**src/rtl/core/i6i4_pkg.sv**
```systemverilog
// ----------------------------------------------------------------------------
// i6i4_pkg
// Shared types, message codes and the parameter problem pointer table for the
// ICMPv6 to ICMPv4 header map.
// ----------------------------------------------------------------------------
package i6i4_pkg;

  // icmpv6 types
  localparam logic [7:0] V6_DEST_UNREACH = 8'd1;
  localparam logic [7:0] V6_PKT_TOO_BIG  = 8'd2;
  localparam logic [7:0] V6_TIME_EXCEED  = 8'd3;
  localparam logic [7:0] V6_PARAM_PROB   = 8'd4;
  localparam logic [7:0] V6_ECHO_REQ     = 8'd128;
  localparam logic [7:0] V6_ECHO_REPLY   = 8'd129;

  // icmpv6 destination unreachable codes
  localparam logic [7:0] V6_UNR_NO_ROUTE     = 8'd0;
  localparam logic [7:0] V6_UNR_ADMIN        = 8'd1;
  localparam logic [7:0] V6_UNR_BEYOND_SCOPE = 8'd2;
  localparam logic [7:0] V6_UNR_ADDR         = 8'd3;
  localparam logic [7:0] V6_UNR_PORT         = 8'd4;

  // icmpv6 parameter problem codes
  localparam logic [7:0] V6_PP_FIELD     = 8'd0;
  localparam logic [7:0] V6_PP_NEXT_HDR  = 8'd1;

  // icmpv4 types
  localparam logic [7:0] V4_ECHO_REPLY   = 8'd0;
  localparam logic [7:0] V4_DEST_UNREACH = 8'd3;
  localparam logic [7:0] V4_ECHO_REQ     = 8'd8;
  localparam logic [7:0] V4_TIME_EXCEED  = 8'd11;
  localparam logic [7:0] V4_PARAM_PROB   = 8'd12;

  // icmpv4 unreachable codes
  localparam logic [7:0] V4_CODE_HOST    = 8'd1;
  localparam logic [7:0] V4_CODE_PROTO   = 8'd2;
  localparam logic [7:0] V4_CODE_PORT    = 8'd3;
  localparam logic [7:0] V4_CODE_FRAG    = 8'd4;
  localparam logic [7:0] V4_CODE_ADMIN   = 8'd10;
  localparam logic [7:0] V4_CODE_ZERO    = 8'd0;

  // ipv6 header overhead beyond ipv4
  localparam logic [31:0] HDR_DELTA = 32'd20;

  typedef enum logic [1:0] {
    ST_OK       = 2'd0,
    ST_BAD_TYPE = 2'd1,
    ST_BAD_CODE = 2'd2,
    ST_BAD_PTR  = 2'd3
  } status_t;

  typedef enum logic [1:0] {
    REST_ZERO = 2'd0,
    REST_ECHO = 2'd1,
    REST_MTU  = 2'd2,
    REST_PTR  = 2'd3
  } rest_kind_t;

  typedef struct packed {
    logic [7:0] v4_type;
    logic [7:0] v4_code;
    rest_kind_t rest_kind;
    logic [7:0] ptr;
    status_t    status;
    logic       inner;
  } dec_t;

  typedef struct packed {
    logic       hit;
    logic [7:0] ptr;
  } ptr_map_t;

  // rfc pointer table, ipv6 header offset -> ipv4 header offset
  function automatic ptr_map_t map_pointer(input logic [31:0] p);
    ptr_map_t r;
    r.hit = 1'b1;
    r.ptr = 8'd0;
    if (p > 32'd39) begin
      r.hit = 1'b0;
    end else if (p >= 32'd24) begin
      r.ptr = 8'd16;
    end else if (p >= 32'd8) begin
      r.ptr = 8'd12;
    end else begin
      case (p[2:0])
        3'd0: r.ptr = 8'd0;
        3'd1: r.ptr = 8'd1;
        3'd4, 3'd5: r.ptr = 8'd2;
        3'd6: r.ptr = 8'd9;
        3'd7: r.ptr = 8'd8;
        default: r.hit = 1'b0;
      endcase
    end
    return r;
  endfunction

endpackage

```
**src/rtl/core/i6i4_decode.sv**
```systemverilog
// ----------------------------------------------------------------------------
// i6i4_decode
// Type and code decode: picks the ICMPv4 type and code, the kind of rest word,
// the mapped pointer, the status and the inner packet flag.
// ----------------------------------------------------------------------------
module i6i4_decode
  import i6i4_pkg::*;
(
  input  logic [7:0]  v6_type,
  input  logic [7:0]  v6_code,
  input  logic [31:0] v6_word,
  output dec_t        dec
);

  ptr_map_t pm;

  assign pm = map_pointer(v6_word);

  always_comb begin
    dec           = '0;
    dec.rest_kind = REST_ZERO;
    dec.status    = ST_OK;
    unique case (v6_type)
      V6_ECHO_REQ: begin
        dec.v4_type   = V4_ECHO_REQ;
        dec.rest_kind = REST_ECHO;
      end
      V6_ECHO_REPLY: begin
        dec.v4_type   = V4_ECHO_REPLY;
        dec.rest_kind = REST_ECHO;
      end
      V6_DEST_UNREACH: begin
        dec.v4_type = V4_DEST_UNREACH;
        dec.inner   = 1'b1;
        case (v6_code) inside
          V6_UNR_NO_ROUTE, V6_UNR_BEYOND_SCOPE, V6_UNR_ADDR: dec.v4_code = V4_CODE_HOST;
          V6_UNR_ADMIN:     dec.v4_code = V4_CODE_ADMIN;
          V6_UNR_PORT:      dec.v4_code = V4_CODE_PORT;
          default:          dec.status  = ST_BAD_CODE;
        endcase
      end
      V6_PKT_TOO_BIG: begin
        dec.v4_type   = V4_DEST_UNREACH;
        dec.v4_code   = V4_CODE_FRAG;
        dec.rest_kind = REST_MTU;
        dec.inner     = 1'b1;
      end
      V6_TIME_EXCEED: begin
        dec.v4_type = V4_TIME_EXCEED;
        dec.v4_code = v6_code;
        dec.inner   = 1'b1;
      end
      V6_PARAM_PROB: begin
        dec.inner = 1'b1;
        if (v6_code == V6_PP_FIELD) begin
          if (pm.hit) begin
            dec.v4_type   = V4_PARAM_PROB;
            dec.v4_code   = V4_CODE_ZERO;
            dec.rest_kind = REST_PTR;
            dec.ptr       = pm.ptr;
          end else begin
            dec.status = ST_BAD_PTR;
          end
        end else if (v6_code == V6_PP_NEXT_HDR) begin
          dec.v4_type = V4_DEST_UNREACH;
          dec.v4_code = V4_CODE_PROTO;
        end else begin
          dec.status = ST_BAD_CODE;
        end
      end
      default: dec.status = ST_BAD_TYPE;
    endcase

    // any failure clears the translated header
    if (dec.status != ST_OK) begin
      dec.v4_type   = '0;
      dec.v4_code   = '0;
      dec.rest_kind = REST_ZERO;
      dec.ptr       = '0;
      dec.inner     = 1'b0;
    end
  end

endmodule

```
**src/rtl/core/icmpv6_to_icmpv4_header_map.sv**
```systemverilog
// ----------------------------------------------------------------------------
// icmpv6_to_icmpv4_header_map
// Translates one ICMPv6 header per cycle into the ICMPv4 type, code and rest
// of header word, with a status and an inner packet flag. Three register
// stages: decode and the two 20-byte subtractions, then the compare of the
// packet MTU against the outbound link MTU, then the compare against the
// inbound link MTU and assembly of the rest word into the output register.
// A new request is taken every cycle unless the output stalls with the stages
// full. Each stage has its own valid bit and advances when it is empty or the
// next stage can take its contents, so bubbles close up under a stall.
// ----------------------------------------------------------------------------
module icmpv6_to_icmpv4_header_map
  import i6i4_pkg::*;
(
  input  logic        clk,
  input  logic        rst_n,

  input  logic        in_valid,
  output logic        in_ready,
  input  logic [7:0]  in_v6_type,
  input  logic [7:0]  in_v6_code,
  input  logic [31:0] in_v6_word,
  input  logic [15:0] in_echo_seq,
  input  logic [15:0] in_echo_ident,
  input  logic [15:0] in_out_link_mtu,
  input  logic [31:0] in_in_link_mtu,

  output logic        out_valid,
  input  logic        out_ready,
  output logic [7:0]  out_v4_type,
  output logic [7:0]  out_v4_code,
  output logic [31:0] out_rest_word,
  output logic [1:0]  out_status,
  output logic        out_inner_follows
);

  dec_t        dec;

  // stage valids
  logic        v1_r, v2_r, v3_r;
  logic        v1_nxt, v2_nxt, v3_nxt;
  logic        adv1, adv2, adv3;

  // stage 1
  dec_t        s1_dec_r;
  logic [31:0] s1_pmtu_r;
  logic [15:0] s1_n6_r;
  logic [15:0] s1_omtu_r;
  logic [31:0] s1_echo_r;
  logic [31:0] pmtu;
  logic [31:0] n6_full;

  // stage 2
  dec_t        s2_dec_r;
  logic [15:0] s2_m1_r;
  logic [15:0] s2_n6_r;
  logic [31:0] s2_echo_r;
  logic [15:0] m1;

  // stage 3 / output
  logic [7:0]  s3_type_r;
  logic [7:0]  s3_code_r;
  logic [31:0] s3_rest_r;
  logic [1:0]  s3_status_r;
  logic        s3_inner_r;
  logic [15:0] mtu;
  logic [31:0] rest;

  i6i4_decode u_decode (
    .v6_type (in_v6_type),
    .v6_code (in_v6_code),
    .v6_word (in_v6_word),
    .dec     (dec)
  );

  assign adv3     = !v3_r || out_ready;
  assign adv2     = !v2_r || adv3;
  assign adv1     = !v1_r || adv2;
  assign in_ready = adv1;

  assign v1_nxt = adv1 ? in_valid : v1_r;
  assign v2_nxt = adv2 ? v1_r : v2_r;
  assign v3_nxt = adv3 ? v2_r : v3_r;

  always_ff @(posedge clk) begin
    if (!rst_n) begin
      v1_r <= 1'b0;
      v2_r <= 1'b0;
      v3_r <= 1'b0;
    end else begin
      v1_r <= v1_nxt;
      v2_r <= v2_nxt;
      v3_r <= v3_nxt;
    end
  end

  // wrapping subtractions of the ipv6 header overhead
  assign pmtu    = in_v6_word - HDR_DELTA;
  assign n6_full = in_in_link_mtu - HDR_DELTA;

  assign m1 = (s1_pmtu_r < {16'd0, s1_omtu_r}) ? s1_pmtu_r[15:0] : s1_omtu_r;

  assign mtu = (s2_n6_r < s2_m1_r) ? s2_n6_r : s2_m1_r;

  always_comb begin
    case (s2_dec_r.rest_kind)
      REST_ECHO: rest = s2_echo_r;
      REST_MTU:  rest = {16'd0, mtu};
      REST_PTR:  rest = {s2_dec_r.ptr, 24'd0};
      default:   rest = '0;
    endcase
  end

  always_ff @(posedge clk) begin
    if (adv1) begin
      s1_dec_r  <= dec;
      s1_pmtu_r <= pmtu;
      s1_n6_r   <= n6_full[15:0];
      s1_omtu_r <= in_out_link_mtu;
      s1_echo_r <= {in_echo_ident, in_echo_seq};
    end
    if (adv2) begin
      s2_dec_r  <= s1_dec_r;
      s2_m1_r   <= m1;
      s2_n6_r   <= s1_n6_r;
      s2_echo_r <= s1_echo_r;
    end
    if (adv3) begin
      s3_type_r   <= s2_dec_r.v4_type;
      s3_code_r   <= s2_dec_r.v4_code;
      s3_rest_r   <= rest;
      s3_status_r <= s2_dec_r.status;
      s3_inner_r  <= s2_dec_r.inner;
    end
  end

  assign out_valid         = v3_r;
  assign out_v4_type       = s3_type_r;
  assign out_v4_code       = s3_code_r;
  assign out_rest_word     = s3_rest_r;
  assign out_status        = s3_status_r;
  assign out_inner_follows = s3_inner_r;

`ifndef SYNTHESIS
  // a failed translation carries an all-zero header
  a_fail_zero: assert property (@(posedge clk) disable iff (!rst_n)
    (out_valid && out_status != ST_OK) |->
      (out_v4_type == '0 && out_v4_code == '0 && out_rest_word == '0 &&
       !out_inner_follows))
    else $error("failed translation with nonzero header");

  // the translated mtu always fits the low half of the rest word
  a_mtu_narrow: assert property (@(posedge clk) disable iff (!rst_n)
    (out_valid && out_status == ST_OK && out_v4_type == V4_DEST_UNREACH &&
     out_v4_code == V4_CODE_FRAG) |-> (out_rest_word[31:16] == 16'd0))
    else $error("packet too big mtu wider than 16 bits");

  // an empty first stage never refuses a request
  a_s1_take: assert property (@(posedge clk) disable iff (!rst_n)
    !v1_r |-> in_ready)
    else $error("empty first stage holds off requests");

  // every request passes the three stages to the output when nothing stalls
  a_latency: assert property (@(posedge clk) disable iff (!rst_n)
    (in_valid && in_ready) ##1 out_ready ##1 out_ready |=> out_valid)
    else $error("request lost in the pipeline");
`endif

endmodule

```
**config.mk**
```make
export PLATFORM = sky130hd
export DESIGN_NAME = icmpv6_to_icmpv4_header_map
export DESIGN_NICKNAME = d
export VERILOG_FILES = /design/src/rtl/core/i6i4_pkg.sv /design/src/rtl/core/i6i4_decode.sv /design/src/rtl/core/icmpv6_to_icmpv4_header_map.sv
export SDC_FILE = /design/constraint.sdc
export NUM_CORES = 1
export LEC_CHECK = 0
export ABC_CLOCK_PERIOD_IN_PS = 6400
export BUFFER_PORTS_ARGS = -buffer_cell sky130_fd_sc_hd__buf_2
export CORE_MARGIN = 2
export CORE_UTILIZATION = 55
export DETAILED_ROUTE_END_ITERATION = 8
export PLACE_DENSITY = 0.79
export SKIP_CTS_REPAIR_TIMING = 1
export SYNTH_ARGS = -nofsm -noshare
export SYNTH_HDL_FRONTEND = slang
export SYNTH_SLANG_ARGS = --single-unit
```
**constraint.sdc**
```tcl
create_clock -name clk -period 6.4 [get_ports clk]
set_input_delay 0.64 -clock clk [delete_from_list [all_inputs] [get_ports clk]]
set_output_delay 0.64 -clock clk [all_outputs]
set_load 0.03 [all_outputs]
```
Word-level counts from Yosys, hierarchy flattened
Cells that the tools add are included.
{"block": "totals", "word_cells": 105, "input_bits": 132, "out_inout_bits": 53, "regBits": 272}
{"block": "op_classes", "n_eq_ne": 18, "bitwise_logic": 3, "n_addsub": 2, "reduce_logical": 19, "order_cmp": 5, "n_mux": 29}
{"operator": "one-hot mux 32 bit (3 select lines)", "count": 1}
{"operator": "2-to-1 mux 8 bit", "count": 5}
{"operator": "equality test 8 x 2 -> 1 bit (second input constant)", "count": 4}
{"operator": ">= comparator 32 x 4 -> 1 bit (second input constant)", "count": 1}
{"operator": ">= comparator 32 x 5 -> 1 bit (second input constant)", "count": 1}
{"operator": "> comparator 32 x 6 -> 1 bit (second input constant)", "count": 1}
{"operator": "< comparator 32 x 16 -> 1 bit", "count": 1}
{"operator": "2-to-1 mux 16 bit", "count": 2}
{"operator": "one-hot mux 4 bit (4 select lines)", "count": 2}
{"operator": "one-hot mux 8 bit (4 select lines)", "count": 1}
{"operator": "subtractor 32 x 5 -> 32 bit (second input constant)", "count": 1}
{"operator": "2-to-1 mux 22 bit", "count": 1}
{"operator": "2-to-1 mux 10 bit", "count": 2}
{"operator": "equality test 8 x 1 -> 1 bit (second input constant)", "count": 2}
{"operator": "equality test 8 x 3 -> 1 bit (second input constant)", "count": 2}
{"operator": "equality test 8 bit (second input constant)", "count": 2}
{"operator": "< comparator 16 bit", "count": 1}
{"operator": "subtractor 16 x 5 -> 16 bit (second input constant)", "count": 1}
{"operator": "2-to-1 mux 2 bit", "count": 7}
{"operator": "equality test 3 bit (second input constant)", "count": 4}
{"operator": "2-to-1 mux 12 bit", "count": 1}
{"operator": "one-hot mux 2 bit (3 select lines)", "count": 2}
{"operator": "OR reduction 6 bit", "count": 2}
{"operator": "zero test 8 bit", "count": 1}
{"operator": "14 further kinds", "count": 28}

Longest topological paths before layout
Gate-level depths: netlist (run 1).
{"block": "logic_depth", "word_depth": 11, "ltp_mapped": 10, "mapped_depth_nobuf": 10}

Modules after synthesis
From an unflattened synthesis (run 1), not the netlist that was laid out.
{"block": "hier_totals", "hier_cells": 730, "area_unflattened_um2": 11195.7}
{"module": "icmpv6_to_icmpv4_header_map", "area_per_inst_um2": 10525.1, "n_inst": 1, "cells_per_inst": 624}
{"module": "i6i4_decode", "area_per_inst_um2": 670.6, "n_inst": 1, "cells_per_inst": 106}

Worst setup path after synthesis (run 1)
Ideal clock, no wire load.
{"block": "synth_path", "path_kind": "in2reg", "startpoint": "input port out_ready", "endpoint": "register s1_dec_r[0] (netlist bit), enable pin", "n_path_buf": 0, "arrival_time_ns": 3.732, "stages": 2, "slack_ns": 1.243, "path_cell_list": "nor2b_1 -> nand3_1"}
{"block": "synth_between", "elab_chain_cells": 3}
{"element": "start: declaration", "line_no": "icmpv6_to_icmpv4_header_map.sv:29", "source": "input logic out_ready,"}
{"element": "logical OR 1 bit", "line_no": "icmpv6_to_icmpv4_header_map.sv:76", "source": "assign adv3 = !v3_r || out_ready;"}
{"element": "logical OR 1 bit", "line_no": "icmpv6_to_icmpv4_header_map.sv:77", "source": "assign adv2 = !v2_r || adv3;"}
{"element": "logical OR 1 bit", "line_no": "icmpv6_to_icmpv4_header_map.sv:78", "source": "assign adv1 = !v1_r || adv2;"}
{"element": "net in_ready", "line_no": "icmpv6_to_icmpv4_header_map.sv:19", "source": "output logic in_ready,"}
{"element": "end signal: assignment", "line_no": "icmpv6_to_icmpv4_header_map.sv:116", "source": "s1_dec_r <= dec;"}
{"element": "end: declaration", "line_no": "icmpv6_to_icmpv4_header_map.sv:45", "source": "dec_t s1_dec_r;"}
The timed path passes the listed nets, and every way through them passes these cells.
A chain may end at the register's enable or synchronous reset.

Final worst setup path (run 1)
{"block": "layout_path", "startpoint": "register s2_m1_r[12]", "endpoint": "register s3_rest_r[9] (netlist: out_rest_word[9]) (data pin)"}
{"block": "layout_between", "elab_chain_cells": 3}
{"element": "start: declaration", "line_no": "icmpv6_to_icmpv4_header_map.sv:55", "source": "logic [15:0] s2_m1_r;"}
{"element": "start signal: assignment", "line_no": "icmpv6_to_icmpv4_header_map.sv:124", "source": "s2_m1_r <= m1;"}
{"element": "< comparator 16 bit", "line_no": "icmpv6_to_icmpv4_header_map.sv:103", "source": "assign mtu = (s2_n6_r < s2_m1_r) ? s2_n6_r : s2_m1_r;"}
{"element": "2-to-1 mux 16 bit", "line_no": "icmpv6_to_icmpv4_header_map.sv:103"}
{"element": "one-hot mux 32 bit (3 select lines)", "line_no": "icmpv6_to_icmpv4_header_map.sv:106", "source": "case (s2_dec_r.rest_kind)"}
{"element": "net rest[9]", "line_no": "icmpv6_to_icmpv4_header_map.sv:67", "source": "logic [31:0] rest;"}
{"element": "end signal: assignment", "line_no": "icmpv6_to_icmpv4_header_map.sv:131", "source": "s3_rest_r <= rest;"}
{"element": "end: declaration", "line_no": "icmpv6_to_icmpv4_header_map.sv:63", "source": "logic [31:0] s3_rest_r;"}
The timed path passes the listed nets, and every way through them passes these cells.

==> run_results.csv, run 1 <==
group,metric,value,unit
grt,first_global_vias,5584,
power,leakagePower,5.15,nW
critical_path,worst_ep_arrival_time,3.60,ns
power,ir_worst_vdd,0.154,mV
clocking,cts_root_buf,"clkbuf_16",
yosys,async_reset_ff_share,0,%
timing,final_hold_viol_count,0,
min_path,min_from,"in_out_link_mtu[1]",
floorplan,row_count,50,
power,p_seq_share,56.5,%
power,power.internal,2.68,mW
yosys,netlist_area,0.0103,mm^2
critical_path,reg2reg_to,"out_rest_word[9]",
floorplan,die_h,141,um
placement,finalWeightedCongestion,0.906,
placement,portBuffers,164,
yosys,syn_avg_cell_area,15.5,um^2
critical_path,critical_path.endpoint_type,"register",
floorplan,start_util,55.5,%
critical_path,critical_path_class,"register to register",
clocking,clockBufferDepth,3,
placement,placed_cells,1054,
drt,met1_length,7.84,mm
yosys,synth.area.top_cells,"edfxtp_1, ha_1, xor2_1",
drt,drc_errors,0,
grt,antenna_found_initial,1,
timing,skew,0.00940,ns
clocking,clk_latency,0.50,ns
clocking,cts_buffers,24,
clocking,cts_tree,"yes",
timing,holdWs,0.308,ns
drt,met2_wirelength,8.84,mm
finish,final_layout_size_suffix_gt1_share,27.1,%
drt,drt_first_pass_iters,4,
timing,drv_slew,0,
floorplan,coreArea,0.0186,mm^2
yosys,ys_types,55,
power,pwr-share-clk,37.4,%
placement,dp_hpwl,13.0,mm
yosys,yosysSeqAreaShare,72.8,%
min_path,min_path_type,"input pin to register",
timing,worst_slew_pin_slew,1.26,ns
floorplan,io_pins,185,
critical_path,crit_slowest_cell,"a31oi_2",
timing,max_slew_margin,16.0,%
grt,grt_max_degree,86,
timing,fin_ws,3.03,ns
critical_path,max_stage_delay,0.99,ns
power,p_switching,0.696,mW
timing,setup_viol,0,
finish,area_delta_synth_final,17.3,%
finish,final_area,0.0121,mm^2
placement,place_area,0.0114,mm^2
clocking,path_clk_slew,0.06,ns
timing,finalCritPeriodShare,52.7,%
yosys,ys_seq_elements,251,
drt,first_iter_violations,302,
critical_path,cp_max_fo,16,
run,maxCapViolations,0,
drt,detail-route-antenna-nets,0,
grt,grt_pass1_wl,28.4,mm
critical_path,crit_family,"compound AO/OA/AOI/OAI gates",
drt,wl,18.1,mm
power,finalPower,3.37,mW
critical_path,cp.buffers_inverters,1,
drt,avgRoutedWirePerCell,16.5,um
critical_path,worst_setup_path_start_kind,"register",
drt,wl_met3,978,um
grt,track_usage,18.3,%
yosys,synth_area_leader_cell,"edfxtp_1",
power,swShare,20.6,%
finish,fin_util,65.1,%
drt,top_layer,"met4",
power,combinationalPowerShare,6.1,%
placement,dp_slack,3.08,ns
floorplan,die_area,0.0199,mm^2
critical_path,crit_required,6.63,ns
clocking,ctsHtreeMaxLevel,1,
floorplan,die_w,141,um
finish,num-fill-cells,1321,
clocking,clock-sinks,251,
timing,fin_crit,3.37,ns
timing,fin_tns_setup,0,ns
critical_path,r2r_cells,8,
drt,vias,5777,
grt,overflow,0,
critical_path,path_cells,"inv_1 -> ha_1 -> and3_1 -> a221oi_1 -> o221ai_1 -> a31oi_2 -> mux2i_1 -> o21ai_0",
min_path,min_to,"s1_omtu_r[1]",
yosys,synthCells,667,
critical_path,reg2reg_from,"s2_m1_r[12]",
finish,fin_cells,1097,
finish,fin_nets,1012,
power,p_per_area,279,mW/mm^2
min_path,hold_depth,1,
timing,rsz0062_at_grt,"false",
yosys,ys.flop_type,"edfxtp_1",
timing,max_freq,0.296,GHz
yosys,yosysWarnings,0,
critical_path,r2r_slack,3.03,ns
yosys,synth-edff-count,248,
outcome,status,"finished, final reports clean",
yosys,netlist.area_leader.share,72.2,%
drt,vias_per_cell,5.27,
## cell families (layout without fill, tap and decap cells)
group	after synthesis	after routing	share of synthesized area [%]
multiplexers	37	37	3.78
flip-flops	251	251	72.8
AO/OA/AOI/OAI	74	74	4.60
buffers and inverters	59	251	2.38
AND/OR/NAND/NOR	175	175	9.28
adder cells (fa/ha/maj)	34	34	4.12
XOR/XNOR	36	36	3.06
other	1	5	0.0363
## worst max-delay path by stage
stage	start	endpoint	slack (ns)	cells past startpoint
floorplan	out_ready	s1_dec_r[0]	1.24	2
global placement	s2_m1_r[12]	out_rest_word[9]	3.20	8
detailed placement	s2_m1_r[12]	out_rest_word[9]	3.08	8
CTS	s2_m1_r[12]	out_rest_word[9]	3.07	8
global route	s2_m1_r[12]	out_rest_word[9]	2.88	8
finish	s2_m1_r[12]	out_rest_word[9]	3.03	8
## state kept, by name (all words and copies together), names as in the netlist, 2 cells and up
signal / cells
out_rest_word: 32
out_status: 2
out_v4_code: 8
out_v4_type: 3
s1_dec_r: 21
s1_echo_r: 32
s1_n6_r: 16
s1_omtu_r: 16
s1_pmtu_r: 32
s2_dec_r: 21
s2_echo_r: 32
s2_m1_r: 16
s2_n6_r: 16
## power by group through the flow
| stage | clock (mW) | combinational (mW) | sequential [mW] |
|---|---|---|---|
| 5_1_grt | 1.35 | 0.231 | 1.91 |
| 6_report | 1.26 | 0.206 | 1.91 |
| 3_5_place_dp | 0 | 0.206 | 1.94 |
| 4_1_cts | 1.29 | 0.208 | 1.91 |
| 3_3_place_gp | 0 | 0.201 | 1.94 |
| 2_1_floorplan | 0 | 0.104 | 1.95 |
## cells in the final DEF, fill, tap and decap left out, types with 6 or more instances in the layout
cell       synthesis  final
xnor2_1            9      9
nand2b_1           6      6
a21o_1             6      6
a21oi_1            6      6
ha_1              34     34
nor4_1            10     10
o21ai_0           32     32
and2_1            16     16
nor2_1            33     33
inv_1             41     40
mux2i_1           21     21
xor2_1            27     27
nand2_1           42     41
edfxtp_1         248    248
buf_2              3    164
nand3_1            7      6
mux2_2            16     16
clkbuf_16          0     25
nor2b_1           12     11
nor3_1            11     11
clkbuf_1           9      8
## area by class of cell
| cell class | instances | area, um^2 | area share (%) |
|---|---|---|---|
| inverter | 42 | 159 | 1.31 |
| timing repair buffer | 167 | 843 | 6.97 |
| sequential | 251 | 7510 | 62.0 |
| clock buffer | 33 | 656 | 5.42 |
| clock inverter | 9 | 42.5 | 0.351 |
| tap | 234 | 293 | 2.42 |
| antenna | 1 | 2.50 | 0.0207 |
| multi-input combinational | 360 | 2600 | 21.5 |
## synth_stat cells (all sizes together), types with 2 or more instances
cell type / count
a2111oi: 4
a211oi: 4
a21o: 6
a21oi: 6
a31oi: 5
a32o: 2
and2: 17
and3: 5
buf: 8
clkbuf: 9
dfxtp: 3
edfxtp: 248
ha: 34
inv: 41
mux2: 16
mux2i: 21
nand2: 43
nand2b: 7
nand3: 7
nand4: 6
nor2: 33
nor2b: 12
nor3: 12
nor3b: 4
nor4: 11
o21a: 3
o21ai: 33
o31ai: 5
or2: 4
or3: 6
or4: 5
xnor2: 9
xor2: 27
## routing by layer
| layer | vias up | GRT usage [%] |
|---|---|---|
| met5 | - | 0 |
| met4 | 0 | 4.84 |
| met3 | 30 | 3.40 |
| met2 | 166 | 31.6 |
| met1 | 2736 | 24.2 |
| li1 | 2845 | - |
Power figures use the tool's default switching activity.
==> run 2, diff against run 1 <==
--- a/config.mk
+++ b/config.mk
@@ -5,12 +5,12 @@
 export SDC_FILE = /design/constraint.sdc
 export NUM_CORES = 1
 export LEC_CHECK = 0
-export ABC_CLOCK_PERIOD_IN_PS = 6400
+export ABC_CLOCK_PERIOD_IN_PS = 2900
 export BUFFER_PORTS_ARGS = -buffer_cell sky130_fd_sc_hd__buf_2
 export CORE_MARGIN = 2
-export CORE_UTILIZATION = 55
+export CORE_UTILIZATION = 50
 export DETAILED_ROUTE_END_ITERATION = 8
-export PLACE_DENSITY = 0.79
+export PLACE_DENSITY = 0.76
 export SKIP_CTS_REPAIR_TIMING = 1
 export SYNTH_ARGS = -nofsm -noshare
 export SYNTH_HDL_FRONTEND = slang
==> constraint.sdc (replaced) <==
create_clock -name clk -period 2.9 [get_ports clk]
set_input_delay 0.29 -clock clk [delete_from_list [all_inputs] [get_ports clk]]
set_output_delay 0.29 -clock clk [all_outputs]
set_load 0.03 [all_outputs]
==> run_results.csv, run 2 (synthesis gave the netlist of run 1 again) <==
group,metric,value,unit
clocking,ctsHtreeMaxLevel,1,
grt,grt_max_degree,95,
finish,num-fill-cells,1477,
clocking,cts_root_buf,"clkbuf_16",
timing,finalCritPeriodShare,89.5,%
critical_path,worst_setup_path_start_kind,"register",
finish,area_delta_synth_final,24.3,%
timing,worst_slew_pin_slew,0.921,ns
drt,avgRoutedWirePerCell,15.2,um
timing,skew,0.0110,ns
clocking,clock-sinks,251,
power,ir_worst_vdd,0.378,mV
power,leakagePower,5.46,nW
timing,final_hold_viol_count,0,
clocking,clockBufferDepth,3,
floorplan,die_w,148,um
timing,setup_viol,0,
drt,vias,5914,
floorplan,die_area,0.0218,mm^2
critical_path,r2r_slack,0.31,ns
timing,max_slew_margin,38.3,%
clocking,cts_tree,"yes",
critical_path,critical_path.endpoint_type,"register",
drt,detail-route-antenna-nets,0,
drt,top_layer,"met4",
critical_path,worst_ep_arrival_time,2.85,ns
placement,place_area,0.0115,mm^2
critical_path,critical_path_class,"register to register",
critical_path,r2r_cells,8,
timing,max_freq,0.385,GHz
clocking,path_clk_slew,0.06,ns
drt,wl_met3,963,um
finish,final_common_cell,"edfxtp_1",
outcome,status,"finished, final reports clean",
critical_path,startpoint,"s1_omtu_r[4]",
finish,final_area,0.0128,mm^2
power,p_per_area,609,mW/mm^2
power,finalPower,7.81,mW
timing,fin_tns_setup,0,ns
drt,vias_per_cell,4.96,
floorplan,die_h,148,um
drt,met1_length,8.01,mm
grt,first_global_vias,5492,
finish,diodes,0,
grt,overflow,0,
drt,drc_errors,0,
critical_path,crit_required,3.15,ns
placement,portBuffers,164,
timing,rsz0062_at_grt,"false",
floorplan,start_util,51.0,%
drt,first_iter_violations,265,
finish,final_layout_size_suffix_gt1_share,27.0,%
clocking,cts_buffers,25,
floorplan,coreArea,0.0202,mm^2
finish,fin_nets,1070,
timing,drv_slew,0,
run,maxCapViolations,0,
drt,met2_wirelength,8.55,mm
placement,finalWeightedCongestion,0.825,
min_path,min_path_type,"input pin to register",
floorplan,io_pins,185,
grt,grt_pass1_wl,27.5,mm
critical_path,reg2reg_from,"s1_omtu_r[4]",
grt,antenna_found_initial,0,
placement,dp_hpwl,12.8,mm
timing,fin_crit,2.59,ns
critical_path,endpoint,"s2_m1_r[5]",
finish,final_cell_mix,"edfxtp_1, buf_2, dlygate4sd3_1",
critical_path,reg2reg_to,"s2_m1_r[5]",
drt,wl,18.2,mm
floorplan,row_count,52,
drt,drt_first_pass_iters,4,
clocking,clk_latency,0.51,ns
grt,track_usage,16.1,%
critical_path,cp_max_fo,13,
## run 2: cell count changes in the layout (fill, tap and decap cells not counted)
| cell | change |
|---|---|
| diode_2 | -1 |
| buf_12 | +2 |
| clkbuf_8 | +3 |
| dlygate4sd3_1 | +50 |
| buf_4 | +5 |
| bufinv_16 | +2 |
| clkbuf_1 | -2 |
| clkinv_1 | -3 |
| clkinv_4 | +1 |
| inv_6 | +1 |
| clkinv_2 | +1 |
## run 2: power by group
part           internal, mW  switching [mW]
logic                 0.244           0.272
clock network          1.84            1.25
registers              4.14          0.0652
total                  6.23            1.59
## run 2: layout make-up
class | count | area, um^2 | area share (%)
inverters | 42 | 159 | 1.24
repair buffers | 224 | 1420 | 11.1
well taps | 270 | 338 | 2.63
multi-input cells | 360 | 2600 | 20.3
clock buffers | 34 | 689 | 5.37
flip-flops and latches | 251 | 7510 | 58.5
clock inverters | 11 | 114 | 0.888
## run 2: through the flow
| step | std cells | setup slack [ns] | util, % | hold slack, ns |
|---|---|---|---|---|
| global placement | 1097 | 0.328 | 57.0 | 0.402 |
| detailed placement | 1097 | 0.295 | 57.0 | 0.405 |
| global route | 1192 | 0.159 | 63.4 | 0.0123 |
| CTS | 1142 | 0.273 | 60.9 | -0.0731 |
| floorplan | 670 | 0.288 | - | 0.389 |
| finish | 1192 | 0.305 | 63.4 | 0.00399 |
## run 2: critical path, cell delays in order (launching register included)
cell and delay [ns]:
edfxtp_1 0.41, inv_1 0.08, ha_1 0.23, a21o_1 0.18
a2111oi_0 0.42, a2111oi_0 0.19, o21ai_1 0.21, buf_4 0.25
mux2_2 0.37
## run 2: how the worst min path moves through the flow
stage               startpoint  cells after the start  slack (ns)            end
6_report                 rst_n                      2       0.004      out_valid
5_1_grt          in_v6_word[0]                      1        0.01   s1_pmtu_r[0]
4_1_cts        in_echo_seq[10]                      1       -0.07  s1_echo_r[10]
3_5_place_dp        s1_n6_r[5]                      0        0.40     s2_n6_r[5]
3_3_place_gp        s1_n6_r[3]                      0        0.40     s2_n6_r[3]
2_1_floorplan   in_echo_seq[0]                      0        0.39   s1_echo_r[0]
## run 2: metal layers
| metal | track usage [%] | vias to the layer above |
|---|---|---|
| met3 | 3.40 | 40 |
| li1 | - | 2975 |
| met4 | 5.67 | 0 |
| met5 | 0 | - |
| met1 | 21.6 | 2719 |
| met2 | 26.4 | 180 |
==> run 3, diff against run 2 <==
--- a/config.mk
+++ b/config.mk
@@ -8,10 +8,11 @@
 export ABC_CLOCK_PERIOD_IN_PS = 2900
 export BUFFER_PORTS_ARGS = -buffer_cell sky130_fd_sc_hd__buf_2
 export CORE_MARGIN = 2
-export CORE_UTILIZATION = 50
+export CORE_UTILIZATION = 51
 export DETAILED_ROUTE_END_ITERATION = 8
 export PLACE_DENSITY = 0.76
 export SKIP_CTS_REPAIR_TIMING = 1
 export SYNTH_ARGS = -nofsm -noshare
 export SYNTH_HDL_FRONTEND = slang
+export SYNTH_HIERARCHICAL = 1
 export SYNTH_SLANG_ARGS = --single-unit
==> run_results.csv, run 3 <==
group,metric,value,unit
timing,rsz0062_at_grt,"false",
timing,max_slew_margin,43.3,%
outcome,status,"finished, final reports clean",
critical_path,worst_setup_path_start_kind,"register",
placement,portBuffers,168,
finish,final_cell_mix,"edfxtp_1, buf_2, dlygate4sd3_1",
drt,avgRoutedWirePerCell,17.1,um
finish,fin_nets,1134,
yosys,synth-edff-count,269,
drt,drc_errors,0,
placement,place_area,0.0124,mm^2
clocking,path_clk_slew,0.06,ns
yosys,ys_seq_elements,272,
yosys,synth_most_common_cell,"edfxtp_1",
yosys,async_reset_ff_share,0,%
yosys,ys.flop_type,"edfxtp_1",
finish,final_common_cell,"edfxtp_1",
yosys,synth.area.top_cells,"edfxtp_1, ha_1, xor2_1",
floorplan,io_pins,185,
floorplan,die_w,152,um
floorplan,die_h,152,um
grt,grt_pass1_wl,32.9,mm
critical_path,crit_required,3.28,ns
clocking,cts_buffers,27,
floorplan,die_area,0.0232,mm^2
yosys,synthTopCellsByCount,"edfxtp_1, nand2_1, inv_1",
yosys,yosysSeqAreaShare,72.7,%
timing,fin_tns_setup,0,ns
clocking,cts_tree,"yes",
timing,fin_crit,2.70,ns
finish,area_delta_synth_final,23.6,%
run,maxCapViolations,0,
yosys,syn_avg_cell_area,15.3,um^2
critical_path,worst_ep_arrival_time,3.08,ns
power,p_per_area,625,mW/mm^2
timing,worst_slew_pin_slew,0.849,ns
critical_path,cp_max_fo,16,
clocking,cts_root_buf,"clkbuf_16",
timing,skew,0.0249,ns
critical_path,critical_path.endpoint_type,"register",
placement,dp_slack,0.103,ns
floorplan,row_count,54,
yosys,synth_area_leader_cell,"edfxtp_1",
yosys,yosysWarnings,6,
floorplan,coreArea,0.0217,mm^2
timing,setup_viol,0,
critical_path,critical_path_class,"register to register",
timing,final_hold_viol_count,0,
clocking,clockBufferDepth,3,
yosys,synthCells,730,
clocking,ctsHtreeMaxLevel,1,
grt,track_usage,17.9,%
finish,final_area,0.0138,mm^2
grt,overflow,0,
grt,first_global_vias,6327,
finish,num-fill-cells,1569,
clocking,clock-sinks,272,
floorplan,start_util,51.6,%
clocking,clk_latency,0.53,ns
timing,max_freq,0.370,GHz
placement,finalWeightedCongestion,0.866,
drt,detail-route-antenna-nets,0,
power,leakagePower,5.70,nW
drt,wl,21.7,mm
drt,drt_first_pass_iters,5,
drt,first_iter_violations,476,
timing,finalCritPeriodShare,93.1,%
power,ir_worst_vdd,0.435,mV
timing,holdWs,0.000839,ns
finish,fin_util,63.8,%
timing,fin_ws,0.199,ns
grt,antenna_found_initial,0,
yosys,ys_types,59,
timing,drv_slew,0,
grt,grt_max_degree,47,
yosys,netlist_area,0.0112,mm^2
finish,final_layout_size_suffix_gt1_share,26.7,%
drt,vias_per_cell,5.33,
drt,vias,6748,
yosys,netlist.area_leader.share,72.2,%
placement,dp_hpwl,14.9,mm
min_path,min_path_type,"input pin to register",
-- run 3: cell types whose count changed in the layout (fill, tap and decap cells not counted), moves of 6 or more --
cell	previous run	this run
edfxtp_1	248	269
nand3_1	6	20
o211ai_1	1	17
o21ai_0	32	17
a21o_1	6	0
and2_1	16	10
nor2b_1	11	17
mux2i_1	21	9
clkbuf_1	6	0
a21oi_1	6	20
nand4_1	5	22
nor4_1	10	17
-- run 3: cells by family (layout without fill, tap and decap cells) --
kind of cell | count (synthesis) | after routing | share of synthesized area [%]
XOR/XNOR | 37 | 37 | 2.89
AND/OR/NAND/NOR | 219 | 219 | 11.2
multiplexers | 25 | 25 | 2.41
other | 1 | 8 | 0.0335
adder cells (fa/ha/maj) | 32 | 32 | 3.58
AO/OA/AOI/OAI | 78 | 78 | 4.65
flip-flops | 272 | 272 | 72.7
buffers and inverters | 66 | 316 | 2.53
-- run 3: metal layers --
| metal | GRT usage, % | up-vias | wire length, um |
|---|---|---|---|
| met3 | 3.24 | 39 | 1370 |
| met5 | 0 | - | 0 |
| li1 | - | 3257 | - |
| met1 | 23.4 | 3222 | 8990 |
| met2 | 30.7 | 230 | 10800 |
| met4 | 5.92 | 0 | 555 |
-- run 3: report_power, final --
part	switching [mW]	internal (mW)	total (mW)	leakage, nW
sequential	0.0734	4.49	4.56	3.01
combinational	0.295	0.233	0.528	2.26
clock	1.41	2.15	3.56	0.435
-- run 3: worst max-delay path, cell delays in order, from the launching register on --
cell       delay [ns]
edfxtp_1         0.44
inv_1            0.09
ha_1             0.23
a2111oi_1        0.75
o32a_1           0.73
nand4_1          0.19
nand3_1          0.12
-- run 3: worst paths after layout --
| check | from | to | slack, ns | cells past startpoint |
|---|---|---|---|---|
| worst min register to register | s1_dec_r[9] | s2_dec_r[9] | 0.41 | 0 |
| worst min-delay path | in_valid | v1_r | 0.0008 | 3 |
| worst max-delay path | s2_m1_r[1] | out_rest_word[6] | 0.20 | 6 |
| worst max register to register | s2_m1_r[1] | out_rest_word[6] | 0.20 | 6 |
-- run 3: stage by stage --
| step | std cells | power (mW) |
|---|---|---|
| 5_1_grt | 1266 | 8.94 |
| 3_3_place_gp | 1170 | 5.08 |
| 6_report | 1267 | 8.65 |
| 3_5_place_dp | 1170 | 5.10 |
| 4_1_cts | 1215 | 8.66 |
| 2_1_floorplan | 736 | 4.88 |
-- run 3: area by class of cell --
type,count,area [um^2],area share [%]
Timing Repair Buffer,230,1430,10.4
Multi-Input combinational cell,398,2830,20.5
Antenna cell,1,2.50,0.0181
Clock inverter,18,248,1.79
Sequential cell,272,8140,58.8
Tap cell,280,350,2.53
Inverter,41,154,1.11
Clock buffer,27,676,4.88
